## config.mk

```make
export PLATFORM = sky130hd
export DESIGN_NAME = lce_cell
export DESIGN_NICKNAME = d
export VERILOG_FILES = /design/src/hdl/lce_pkg.sv /design/src/hdl/lce_cell.sv
export SDC_FILE = /design/constraint.sdc
export NUM_CORES = 1
export LEC_CHECK = 0
export ABC_AREA = 0
export BUFFER_PORTS_ARGS = -buffer_cell sky130_fd_sc_hd__buf_2
export CORE_MARGIN = 2
export CORE_UTILIZATION = 35
export DETAILED_ROUTE_END_ITERATION = 10
export GPL_ROUTABILITY_DRIVEN = 0
export SLEW_MARGIN = 0
export SYNTH_ARGS = -nofsm -noshare
export SYNTH_HDL_FRONTEND = slang
export SYNTH_SLANG_ARGS = --single-unit
```

## constraint.sdc

```tcl
create_clock -name clk -period 0.9 [get_ports clk]
set_input_delay 0.18 -clock clk [delete_from_list [all_inputs] [get_ports clk]]
set_output_delay 0.18 -clock clk [all_outputs]
set_load 0.01 [all_outputs]
```

## src/hdl/lce_pkg.sv

```systemverilog
`default_nettype none
package lce_pkg;

    localparam int PHASE_BITS = 10;
    localparam int FRAC_BITS  = 16;
    localparam int ELAPSED_W  = 32;
    localparam int MOD_CELLS  = ELAPSED_W;
    localparam int NUM_CELLS  = MOD_CELLS + FRAC_BITS;
    localparam int ENV_DEPTH  = (1 << (PHASE_BITS - 1)) + 1;
    localparam int ENV_AW     = PHASE_BITS;
    localparam int CFG_IDX_W  = 3;
    localparam int CFG_DATA_W = 32;

    localparam logic [CFG_IDX_W-1:0] REG_EFFECT_MODE   = 3'd0;
    localparam logic [CFG_IDX_W-1:0] REG_COLOR_A       = 3'd1;
    localparam logic [CFG_IDX_W-1:0] REG_COLOR_B       = 3'd2;
    localparam logic [CFG_IDX_W-1:0] REG_BRIGHTNESS    = 3'd3;
    localparam logic [CFG_IDX_W-1:0] REG_PERIOD_LOW    = 3'd4;
    localparam logic [CFG_IDX_W-1:0] REG_PERIOD_HIGH   = 3'd5;
    localparam logic [CFG_IDX_W-1:0] REG_FADE_DURATION = 3'd6;

    localparam logic [2:0] MODE_SOLID   = 3'd0;
    localparam logic [2:0] MODE_FADE    = 3'd1;
    localparam logic [2:0] MODE_BREATHE = 3'd2;
    localparam logic [2:0] MODE_STROBE  = 3'd3;

    localparam logic [63:0] PI_Q30  = 64'd3373259426;
    localparam logic [63:0] ONE_Q30 = 64'd1 << 30;
    localparam int unsigned SIN_DIV [7] = '{210, 156, 110, 72, 42, 20, 6};

    typedef struct packed {
        logic                  valid;
        logic [ELAPSED_W-1:0]  e;
        logic [ELAPSED_W-1:0]  rem;
        logic [FRAC_BITS-1:0]  quo;
        logic                  strobe_on;
    } cell_t;

    typedef logic [FRAC_BITS:0] env_tab_t [ENV_DEPTH];

    function automatic logic [FRAC_BITS:0] env_value(input int unsigned kk);
        logic [63:0] x;
        logic [63:0] x2;
        logic [63:0] t;
        logic [63:0] s;
        logic [63:0] env;
        x = (64'(kk) * PI_Q30) >> PHASE_BITS;
        x2 = (x * x) >> 30;
        t = ONE_Q30;
        for (int i = 0; i < 7; i++)
        begin
            t = ONE_Q30 - (((x2 * t) >> 30) / 64'(SIN_DIV[i]));
        end
        s = (x * t) >> 30;
        env = (s * s + (64'd1 << (59 - FRAC_BITS))) >> (60 - FRAC_BITS);
        if (env > (64'd1 << FRAC_BITS))
        begin
            env = 64'd1 << FRAC_BITS;
        end
        return env[FRAC_BITS:0];
    endfunction

    function automatic env_tab_t env_table();
        env_tab_t tab;
        for (int i = 0; i < ENV_DEPTH; i++)
        begin
            tab[i] = env_value(i);
        end
        return tab;
    endfunction

endpackage
`default_nettype wire

```

## src/hdl/lce_cell.sv

```systemverilog
`default_nettype none
module lce_cell
    import lce_pkg::*;
(
    input  wire logic                 clk,
    input  wire logic                 rst_n,
    input  wire logic                 en,
    input  wire cell_t                din,
    input  wire logic [ELAPSED_W-1:0] divisor,
    input  wire logic                 shift_bit,
    output cell_t                     dout
);

    cell_t              cell_reg;
    cell_t              cell_next;
    logic [ELAPSED_W:0] trial;
    logic               fits;

    always_comb
    begin
        trial = {din.rem, shift_bit};
        fits = trial >= {1'b0, divisor};
        cell_next = din;
        cell_next.rem = fits ? ELAPSED_W'(trial - {1'b0, divisor}) : trial[ELAPSED_W-1:0];
        cell_next.quo = {din.quo[FRAC_BITS-2:0], fits};
    end

    always_ff @(posedge clk or negedge rst_n)
    begin
        if (!rst_n)
        begin
            cell_reg <= '0;
        end
        else if (en)
        begin
            cell_reg <= cell_next;
        end
    end

    assign dout = cell_reg;

endmodule
`default_nettype wire

```

# Yosys cells after proc, flatten, opt, wreduce, memory -nomap -nowiden
# Index checks and enable logic that the tools add are counted.
# W data, S select, Z words.
classes:
  add_sub_neg: 1
  n_lt_le_gt_ge: 1
  n_mux: 1
ops:
  columns: ["operator", "n"]
  rows:
  - ["$ge A33 B32 Y1", 1]
  - ["$mux W32", 1]
  - ["$sub A32 B32 Y32", 1]
totals:
  regBits: 82
  input_bits: 118
  out_inout_bits: 82
  wordCells: 8

# Depth between registers and ports, before layout
# Gate-level depths: netlist of the first run.
logic_depth:
  word_depth: 2
  mapped_depth: 14
  depth_no_buf: 12

# Worst setup path before layout of the first run
# Ideal clock, no wire load.
synth_timing:
  path_type: "input to register"
  from: "input port divisor[9]"
  to: "register cell_reg, in the netlist dout[17]"
  setup_ps: 77
  arrival_ps: 2393
  required_ps: 823
  path_slack_ps: -1570
  path_stages: 12
  n_path_buf: 1
  path_cell_list: "inv_1 > ha_1 > nand3_2 > a211o_1 > o21ai_2 > a2111oi_4 > nor3b_4 > o21ai_4 > o31ai_4 > buf_6 > mux2_1 > a21oi_1"
synth_via:
  elab_chain_cells: 2
synth_rtl:
  columns: ["element", "line_no", "rtl"]
  rows:
  - ["start, declared", "lce_cell.sv:9", "input wire logic [ELAPSED_W-1:0] divisor,"]
  - ["$ge A33 B32 Y1", "lce_cell.sv:22", "fits = trial >= {1'b0, divisor};"]
  - ["$mux W32", "lce_cell.sv:24", "cell_next.rem = fits ? ELAPSED_W'(trial - {1'b0, divisor}) : trial[ELAPSED_W-1:0];"]
  - ["end signal, assigned", "lce_cell.sv:36", "cell_reg <= cell_next;"]
  - ["end, declared", "lce_cell.sv:14", "cell_t cell_reg;"]
# No other way between the ends.
# A chain may end at the register's enable or synchronous reset.

# Final worst setup path of the first run
layout_timing:
  from: "input port din[32] (netlist name)"
  to: "register cell_reg, in the netlist dout[43]"
layout_via:
  elab_chain_cells: 2
  word_cells_on_any_way: 3
  cone_classes: "1 x add/sub; 1 x order compare; 1 x mux"
layout_rtl:
  columns: ["element", "line_no", "rtl"]
  rows:
  - ["start, declared", "lce_cell.sv:8", "input wire cell_t din,"]
  - ["$sub A32 B32 Y32 / $ge A33 B32 Y1 (equally long branches)", "lce_cell.sv:24, lce_cell.sv:22", null]
  - ["$mux W32 (*)", "lce_cell.sv:24", null]
# Mark *: on every way between the ends. The rest lies on a longest branch, timed or not.

==> results of run 1 <==
timing repair:
item,in CTS,in global routing
resized for setup,96,28
endpoints found under the setup margin,115,115
hold buffers,1,0
hold endpoints to repair,82,0
cloned,2,0
buffers inserted,33,18
pin swaps,43,17
final timing paths:
path | start | to | cells past startpoint
setup / recovery | din[32] | dout[43] | 12
hold / removal | din[6] | dout[7] | 2
setup reg to reg | dout[7] | dout[7] | 3
hold reg to reg | dout[52] | dout[52] | 1
max in group asynchronous | rst_n | dout[81] | 3
min in group asynchronous | rst_n | dout[64] | 2
critical path: cells and delay by family:
family                     cells  cell delay (ns)
AOI/OAI and AO/OA              4             0.79
and+or+nand+nor                3             0.69
buffers and inverters          2             0.27
adders and majority gates      1             0.27
xor gates and xnor gates       1             0.13
muxes                          1             0.08
power groups by stage:
stage          registers [uW]  logic (uW)  clock network (uW)
3_5_place_dp             4500        4350                   0
6_report                 4440        5190                3560
3_3_place_gp             4480        4280                   0
2_1_floorplan            4750        2200                   0
5_1_grt                  4510        5670                3870
4_1_cts                  4450        5050                3720
through the flow:
| stage | area, um^2 | power [uW] | setup TNS, ns | util |
|---|---|---|---|---|
| floorplan | 5630 | 6950 | -46.92 | - |
| global placement | 7570 | 8760 | -61.67 | 0.519 |
| detailed placement | 7570 | 8850 | -63.77 | 0.519 |
| CTS | 8670 | 13200 | -52.25 | 0.594 |
| global route | 8820 | 14000 | -56.62 | 0.605 |
| finish | 8820 | 13200 | -49.44 | 0.605 |
area by class of cell:
class	count	area [um^2]	share of cell area
Multi-Input combinational cell	386	3510	0.398
Timing Repair Buffer	356	2540	0.288
Sequential cell	82	2050	0.233
Tap cell	184	230	0.0261
Clock buffer	9	225	0.0255
Inverter	46	200	0.0227
Clock inverter	7	63.8	0.00723
routing by layer:
| layer | GRT usage | wire, um | share of wire |
|---|---|---|---|
| met1 | 0.236 | 6640 | 0.42 |
| met2 | 0.348 | 7800 | 0.50 |
| met3 | 0.0367 | 915 | 0.058 |
| met4 | 0.0685 | 302 | 0.019 |
| met5 | 0 | 0 | 0 |
cells by family (layout without fill, tap and decap cells):
| group | count (synthesis) | after routing |
|---|---|---|
| xor gates and xnor gates | 28 | 28 |
| adders and majority gates | 33 | 33 |
| buffers and inverters | 67 | 418 |
| DFF | 82 | 82 |
| AOI/OAI and AO/OA | 138 | 138 |
| and+or+nand+nor | 113 | 113 |
| muxes | 74 | 74 |
synth_stat cells (2+ instances only):
master and n:
mux2_1 2, mux2_2 50, o22ai_1 3, inv_1 46, o211ai_1 8, a211oi_1 2, nor2b_1 4, o21ai_1 3
and2_1 4, nor4_1 5, a21o_1 10, nor3_1 3, o31ai_1 3, o311ai_0 3, xnor2_1 18, a31o_1 2
o21a_1 4, a21boi_0 2, dfrtp_1 82, ha_1 32, o21ai_0 12, o221ai_1 2, nor2_1 38, o21bai_1 4
nand2b_1 8, a31oi_1 3, and4_1 2, clkbuf_1 16, xor2_1 10, mux2i_1 22, a311oi_1 2, nand4_1 4
nand2_1 28, a21oi_1 63, buf_6 2, nand3_1 10, o21ai_2 2
==> results.json, run 1 <==
{
  "largest_reg_flops": 82,
  "yosys_warnings": 0,
  "cts_root_buf": "clkbuf_16",
  "hp-class": "in -> reg",
  "synth.top_cell.area_share": 0.390,
  "netlist_area_um2": 5260,
  "synth_top_area_cell": "dfrtp_1",
  "start_util": 0.361,
  "status": "finished, violations left",
  "detail_route.wl_per_cell_um": 14.6,
  "drt_iter0_drc": 129,
  "async_reset_ff_frac": 1.00,
  "cts.sinks": 82,
  "clk_pin_slew_ns": 0.07,
  "cts_tree": "done",
  "core_region_area_um2": 14600,
  "synthSimpleGateAreaFrac": 0.105,
  "antenna_found_initial": 0,
  "timing.hold.ws_ns": 0.0640,
  "synthCells": 535,
  "synth-adder-area-share": 0.0799,
  "synth_mux_area_frac": 0.153,
  "period_share": 2.37,
  "crit_required_ns": 1.17,
  "synth_top_family_by_area": "compound AO/OA/AOI/OAI gates",
  "path_cells": "buf_8 > ha_4 > nand4_1 > nor4_4 > o211ai_1 > o211ai_1 > nand2_1 > a311oi_2 > buf_4 > xor2_1 > mux2i_1 > a21oi_1",
  "mostFrequentLayoutCells": "buf_2 (169), buf_4 (140), dfrtp_1 (82)",
  "max_stage_delay_ns": 0.35,
  "tightest_slew_ns": 0.407,
  "seq_power_share": 0.337,
  "cp-end-kind": "flip-flop",
  "ys_ff_latch": 82,
  "drive_gt1_frac": 0.577,
  "synth_edf_count": 0,
  "die_w_um": 127,
  "p_leak_uw": 0.00428,
  "grt_max_degree": 44,
  "drc_errors": 0,
  "stdcell_count": 1070,
  "routed-via-count": 5238,
  "setup_viol": 117,
  "areaGrowthSynthToFinish_pct": 67.6,
  "yosysSeqAreaShare": 0.390,
  "num_rows": 44,
  "synth_ff_type": "dfrtp_1",
  "grt_setup_unrepaired": "yes",
  "postLayoutSetupSlackWorst_ns": -1.24,
  "place_inst": 1006,
  "cpMostUsedCell": "o211ai_1",
  "routed_wl_um": 15700,
  "timing.fmax_ghz": 0.468,
  "clockBufferDepth": 2,
  "track_usage": 0.196,
  "path_class": "in -> reg",
  "detailedRoute.firstPassIterationCount": 5,
  "crit_slowest_cell": "nor4_4",
  "start_kind": "input pin",
  "grt_pass1_vias": 5369,
  "slew_headroom": 0.725,
  "worst_ep_arrival_time_ns": 2.41,
  "slew_viol_final": 0,
  "p_comb_frac": 0.394,
  "die-area_um2": 16000,
  "synth_cell_type_count": 58,
  "grt-ovfl-total": 0,
  "fillers": 1271,
  "grt_pass1_wl_um": 25400,
  "cts_max_level": 3,
  "post-place-ws_ns": -1.88,
  "antenna_cells": 0,
  "port_buffers": 198,
  "numCtsBuffers": 9,
  "crit_path_max_fanout": 3,
  "maxCapViolCount": 0,
  "violations": "setup timing",
  "nNetsFinal": 1032,
  "hpwl_um": 12000,
  "p_sw_uw": 4270,
  "antenna_left": 0,
  "synth_xor_area_frac": 0.0466,
  "io_pins": 200,
  "clockPowerShare": 0.270,
  "powerDensity_nw_per_um2": 1500,
  "rrSetupSlack_ns": -0.10,
  "irDropWorstVdd_v": 0.000991,
  "synth.area.top_cells": "dfrtp_1 (39%), mux2_2 (11%), ha_1 (7.6%)",
  "synth_fp_nets": 686,
  "p_sw_frac": 0.324,
  "routed_via_density": 4.90,
  "synth_compound_area_frac": 0.172,
  "syn_area_per_cell_um2": 9.84,
  "finClkSkew_ns": 0,
  "final_common_cell": "buf_2",
  "finalHoldViolations": 0,
  "die_y_um": 127,
  "period_minus_slack_ns": 2.14,
  "p_int_uw": 8930,
  "clock_latency_ns": 0.34
}
(Power assumes the default switching activity.)
==> run 2: changes to the inputs <==
--- a/config.mk
+++ b/config.mk
@@ -7,10 +7,14 @@
 export LEC_CHECK = 0
 export ABC_AREA = 0
 export BUFFER_PORTS_ARGS = -buffer_cell sky130_fd_sc_hd__buf_2
+export CELL_PAD_IN_SITES_DETAIL_PLACEMENT = 0
+export CELL_PAD_IN_SITES_GLOBAL_PLACEMENT = 1
+export CORE_ASPECT_RATIO = 0.6
 export CORE_MARGIN = 2
 export CORE_UTILIZATION = 35
 export DETAILED_ROUTE_END_ITERATION = 10
 export GPL_ROUTABILITY_DRIVEN = 0
+export PLACE_DENSITY_LB_ADDON = 0.1
 export SLEW_MARGIN = 0
 export SYNTH_ARGS = -nofsm -noshare
 export SYNTH_HDL_FRONTEND = slang
==> run 2 against run 1 <==
Compared with the run above: the run still ends with setup timing left; highest routed layer unchanged; register-to-register slack about the same; die area grew 0.20%; setup slack worse by 0.083 ns; via count grew 0.57%; largest cell class unchanged; largest power group unchanged; cell count is 1.5% higher; first-iteration DRC count is 94% higher; flip-flop and latch count unchanged; global-route usage is 2.2 points higher; core utilization grew 1.1 points; total power increased by 5.6%; count of clock-buffer cells in the layout grew 1; combinational power grew 6.2%.
==> results.json, run 2 (same netlist as run 1, synthesis figures left out) <==
{
  "holdPathEnd": "dout[69]",
  "routed_wl_um": 17600,
  "rr_endpoint": "dout[77]",
  "mostFrequentLayoutCells": "buf_2 (163), buf_4 (143), dfrtp_1 (82)",
  "irDropWorstVdd_v": 0.000795,
  "worst_ep_arrival_time_ns": 2.44,
  "grt_pass1_wl_um": 27500,
  "die-area_um2": 16100,
  "core_region_area_um2": 14600,
  "clockBufferDepth": 2,
  "hold_path_depth": 2,
  "setup_viol": 118,
  "cts.sinks": 82,
  "place_inst": 1018,
  "powerDensity_nw_per_um2": 1550,
  "fin_total_pwr_uw": 13900,
  "slew_viol_final": 0,
  "detailedRoute.firstPassIterationCount": 5,
  "r2r_cells": 3,
  "cts_tree": "done",
  "period_share": 2.47,
  "fillers": 1243,
  "timing.fmax_ghz": 0.450,
  "nNetsFinal": 1034,
  "period_minus_slack_ns": 2.22,
  "regArea_um2": 2050,
  "crit_required_ns": 1.12,
  "tightest_slew_ns": 0.438,
  "port_buffers": 198,
  "numCtsBuffers": 9,
  "routed_via_density": 4.85,
  "areaGrowthSynthToFinish_pct": 70.6,
  "io_pins": 200,
  "drive_gt1_frac": 0.588,
  "cp-end-kind": "flip-flop",
  "clk_pin_slew_ns": 0.07,
  "min_from": "din[69]",
  "timing.hold.ws_ns": 0.0667,
  "routed-via-count": 5268,
  "post-place-ws_ns": -1.81,
  "largest_reg_flops": 82,
  "drc_errors": 0,
  "placed_cell_area_um2": 7550,
  "finalHoldViolations": 0,
  "grt_pass1_vias": 5373,
  "multiInputGateArea_um2": 3570,
  "antenna_left": 0,
  "slew_headroom": 0.705,
  "start_util": 0.361,
  "stdcell_count": 1086,
  "cts_max_level": 3,
  "final_common_cell": "buf_2",
  "grt-ovfl-total": 0,
  "antenna_found_initial": 0,
  "maxCapViolCount": 0,
  "postLayoutSetupSlackWorst_ns": -1.32,
  "status": "finished, violations left",
  "clock_latency_ns": 0.34,
  "die_y_um": 99.0,
  "detail_route.wl_per_cell_um": 16.2,
  "rrSetupSlack_ns": -0.09,
  "grt_setup_unrepaired": "yes",
  "start_kind": "input pin",
  "track_usage": 0.217,
  "drt_iter0_drc": 250,
  "p_leak_uw": 0.00433,
  "die_w_um": 162,
  "r2r_start": "dout[77]",
  "path_class": "in -> reg",
  "hpwl_um": 13300,
  "crit_path_max_fanout": 7,
  "cts_root_buf": "clkbuf_16",
  "num_rows": 34,
  "violations": "setup timing",
  "grt_max_degree": 42,
  "antenna_cells": 0,
  "stdcell_area_um2": 8980,
  "finClkSkew_ns": 0,
  "hp-class": "in -> reg"
}
==> run 2: cell types whose count changed in the layout (fill, tap and decap cells not counted), moves of 3 or more <==
cell,delta
a21oi_1,-4
a21oi_2,+4
buf_2,-6
buf_4,+3
buf_6,+7
buf_8,-4
mux2i_1,-6
mux2i_4,+5
==> run 2: critical path: stages <==
cell and delay (ns):
buf_2 0.09, inv_2 0.04, ha_4 0.29, nand3_2 0.08, a211o_1 0.31, o21ai_2 0.11, a2111oi_4 0.08, nor3b_4 0.25
o21ai_4 0.09, o31ai_4 0.24, buf_6 0.20, buf_12 0.16, mux2i_2 0.22, a21oi_1 0.09
==> run 2: how the worst max path moves through the flow <==
stage / from / end / depth (start not counted)
after global placement: din[32] / dout[23] / 12
after detailed placement: din[32] / dout[23] / 11
after floorplan: divisor[3] / dout[1] / 12
after global routing: din[25] / dout[20] / 13
final: divisor[6] / dout[20] / 14
after CTS: divisor[7] / dout[41] / 15
==> run 2: what timing repair did <==
| action | in CTS | in global routing |
|---|---|---|
| hold buffers | 1 | 0 |
| endpoints found under the hold margin | 82 | 0 |
| cloned | 3 | 1 |
| gates resized for setup | 52 | 84 |
| endpoints found under the setup margin | 115 | 117 |
| pin swaps | 34 | 46 |
| setup buffers | 28 | 22 |
==> run 2: metal layers <==
layer  vias to the layer above  wire length, um  track usage
met4                         0              207       0.0442
met2                       182             7420        0.328
li1                       2609                -            -
met3                        23             1080       0.0455
met1                      2454             8850        0.322
met5                         -                0            0
==> run 2: per-stage QoR <==
stage / utilization / TNS, ns
6_report: 0.616 / -53.26
5_1_grt: 0.616 / -59.52
4_1_cts: 0.575 / -53.05
3_5_place_dp: 0.517 / -62.50
3_3_place_gp: 0.517 / -62.14
2_1_floorplan: - / -46.92
==> run 2: cell type report <==
class	instances	area share
inverters	46	0.0217
multi-input cells	386	0.397
repair buffers	358	0.291
well taps	198	0.0276
flip-flops and latches	82	0.228
clock buffers	10	0.0266
clock inverters	6	0.00794
==> run 2: report_power, final <==
part	internal (uW)	switching [uW]	total [uW]
Clock	2260	1700	3970
Sequential	4190	278	4460
Combinational	2970	2540	5510
Total	9420	4520	13900
==> run 3: changes to the inputs <==
==> constraint.sdc (replaced) <==
create_clock -name clk -period 2.4 [get_ports clk]
set_input_delay 0.48 -clock clk [delete_from_list [all_inputs] [get_ports clk]]
set_output_delay 0.48 -clock clk [all_outputs]
set_load 0.01 [all_outputs]
==> run 3 against run 2 <==
Compared with the run above: clock skew stayed put; core utilization is 2.9 points lower; the run still ends with setup timing left; wire length is 2.5% lower; non-clock buffer count is 32 lower; sequential power is 63% lower; largest power group unchanged; setup slack better by 1.2 ns; flip-flop and latch count stayed put; first-iteration DRC count is 1.2% higher; total power is 63% lower; via count is 1.4% lower; count of clock-buffer cells in the layout is 1 lower.
==> results.json, run 3 (same netlist as run 1, synthesis figures left out) <==
{
  "status": "finished, violations left",
  "violations": "setup timing",
  "antenna_cells": 0,
  "grt_setup_unrepaired": "yes",
  "crit_family": "compound AO/OA/AOI/OAI gates",
  "hp-class": "in -> async",
  "rr_endpoint": "dout[47]",
  "port_buffers": 198,
  "cts_root_buf": "clkbuf_16",
  "grt_pass1_wl_um": 27200,
  "mostFrequentLayoutCells": "buf_2 (185), buf_4 (114), dfrtp_1 (82)",
  "core_region_area_um2": 14600,
  "crit_cells": 13,
  "cts_max_level": 3,
  "tightest_slew_ns": 0.411,
  "rrSetupSlack_ns": 1.53,
  "maxCapViolCount": 0,
  "start_kind": "input pin",
  "detailedRoute.firstPassIterationCount": 5,
  "timing.fmax_ghz": 0.398,
  "path_class": "in -> reg",
  "antenna_left": 0,
  "die_w_um": 162,
  "finClkSkew_ns": 0,
  "start_util": 0.361,
  "max_stage_delay_ns": 0.40,
  "routed_via_density": 4.93,
  "grt_pass1_vias": 5240,
  "cp_num_buf_inv": 2,
  "track_usage": 0.214,
  "slew_headroom": 0.723,
  "cts_hold_buf": 0,
  "finalHoldViolations": 0,
  "routed_wl_um": 17100,
  "detail_route.wl_per_cell_um": 16.2,
  "postLayoutSetupSlackWorst_ns": -0.113,
  "clockBufferDepth": 2,
  "hpwl_um": 12900,
  "grt_max_degree": 56,
  "setup_viol": 12,
  "grt-ovfl-total": 0,
  "areaGrowthSynthToFinish_pct": 62.7,
  "path_cells": "buf_8 > inv_6 > ha_4 > fa_2 > nand2b_4 > a21oi_4 > o211ai_1 > o211ai_1 > nand2_1 > a311oi_2 > nor4_1 > o31ai_1 > a31oi_1",
  "die-area_um2": 16100,
  "crit_end": "dout[45]",
  "fin_total_pwr_uw": 5200,
  "drive_gt1_frac": 0.563,
  "r2r_start": "dout[47]",
  "post-place-ws_ns": -0.654,
  "numCtsBuffers": 9,
  "fillers": 1256,
  "period_share": 1.05,
  "crit_path_max_fanout": 3,
  "r2r_cells": 3,
  "clk_pin_slew_ns": 0.07,
  "drc_errors": 0,
  "fin_util": 0.587,
  "period_minus_slack_ns": 2.51,
  "routed-via-count": 5196,
  "worst_ep_arrival_time_ns": 2.72,
  "nNetsFinal": 1002,
  "cpMostUsedCell": "o211ai_1",
  "clock_latency_ns": 0.34,
  "cts.sinks": 82,
  "irDropWorstVdd_v": 0.000296,
  "drt_iter0_drc": 253,
  "crit_required_ns": 2.61,
  "final_common_cell": "buf_2",
  "crit_slowest_cell": "a311oi_2",
  "timing.hold.ws_ns": 0.0656,
  "powerDensity_nw_per_um2": 607,
  "cp-startpoint": "shift_bit",
  "cp-end-kind": "flip-flop",
  "die_y_um": 99.0,
  "slew_viol_final": 0,
  "largest_reg_flops": 82,
  "p_leak_uw": 0.00416,
  "antenna_found_initial": 0,
  "num_rows": 34,
  "io_pins": 200,
  "cts_tree": "done"
}
[run 3: changes by cell type in the layout (fill, tap and decap cells not counted), moves of 3 or more]
cell     before  now
ha_4         19   16
buf_4       143  114
ha_1         12   15
mux2i_1      16   20
inv_2        10    4
nor2_1       38   35
buf_6        36   13
buf_2       163  185
inv_1        32   38
mux2i_4       5    1
[run 3: worst reg2reg max path, delay by kind of cell, from the launching register on]
family | cells | cell delay (ns)
buffers and inverters | 1 | 0.08
flip-flops | 1 | 0.41
AO/OA/AOI/OAI | 2 | 0.27
[run 3: timing repair]
action,CTS,global route
cloned,2,1
endpoints found under the setup margin,33,33
gates resized for setup,51,49
setup buffers,13,8
pin swaps,44,33
[run 3: worst min-delay path by stage]
| stage | from | end | slack (ns) |
|---|---|---|---|
| after floorplan | rst_n | dout[0] | 0.18 |
| after detailed placement | rst_n | dout[9] | 0.44 |
| after CTS | rst_n | dout[9] | 0.07 |
| final | rst_n | dout[27] | 0.07 |
| after global routing | rst_n | dout[28] | 0.09 |
| after global placement | rst_n | dout[9] | 0.44 |
[run 3: layout make-up]
cell class | count | area (um^2) | share of cell area
multi-input combinational | 386 | 3510 | 0.410
timing repair buffer | 326 | 2200 | 0.257
sequential | 82 | 2050 | 0.240
tap | 198 | 248 | 0.0289
clock buffer | 9 | 225 | 0.0263
inverter | 46 | 198 | 0.0231
clock inverter | 7 | 133 | 0.0155
[run 3: metrics by stage]
step	instances	setup TNS, ns	cell area [um^2]
3_3_place_gp	1017	-16.69	7520
5_1_grt	1054	-4.04	8560
6_report	1054	-0.612	8560
3_5_place_dp	1017	-17.44	7520
4_1_cts	1048	-1.58	8300
2_1_floorplan	535	-6.40	5520
[run 3: power by group]
group / total [uW] / switching (uW) / internal, uW
logic: 1870 / 915 / 953
registers: 1660 / 94.8 / 1570
clock network: 1670 / 632 / 1040
[run 3: layer usage]
| layer | vias up | global-route usage | part of all wire |
|---|---|---|---|
| met5 | - | 0 | 0 |
| met4 | 0 | 0.0422 | 0.0091 |
| met3 | 15 | 0.0467 | 0.063 |
| met2 | 203 | 0.328 | 0.42 |
| met1 | 2441 | 0.312 | 0.50 |
| li1 | 2537 | - | - |
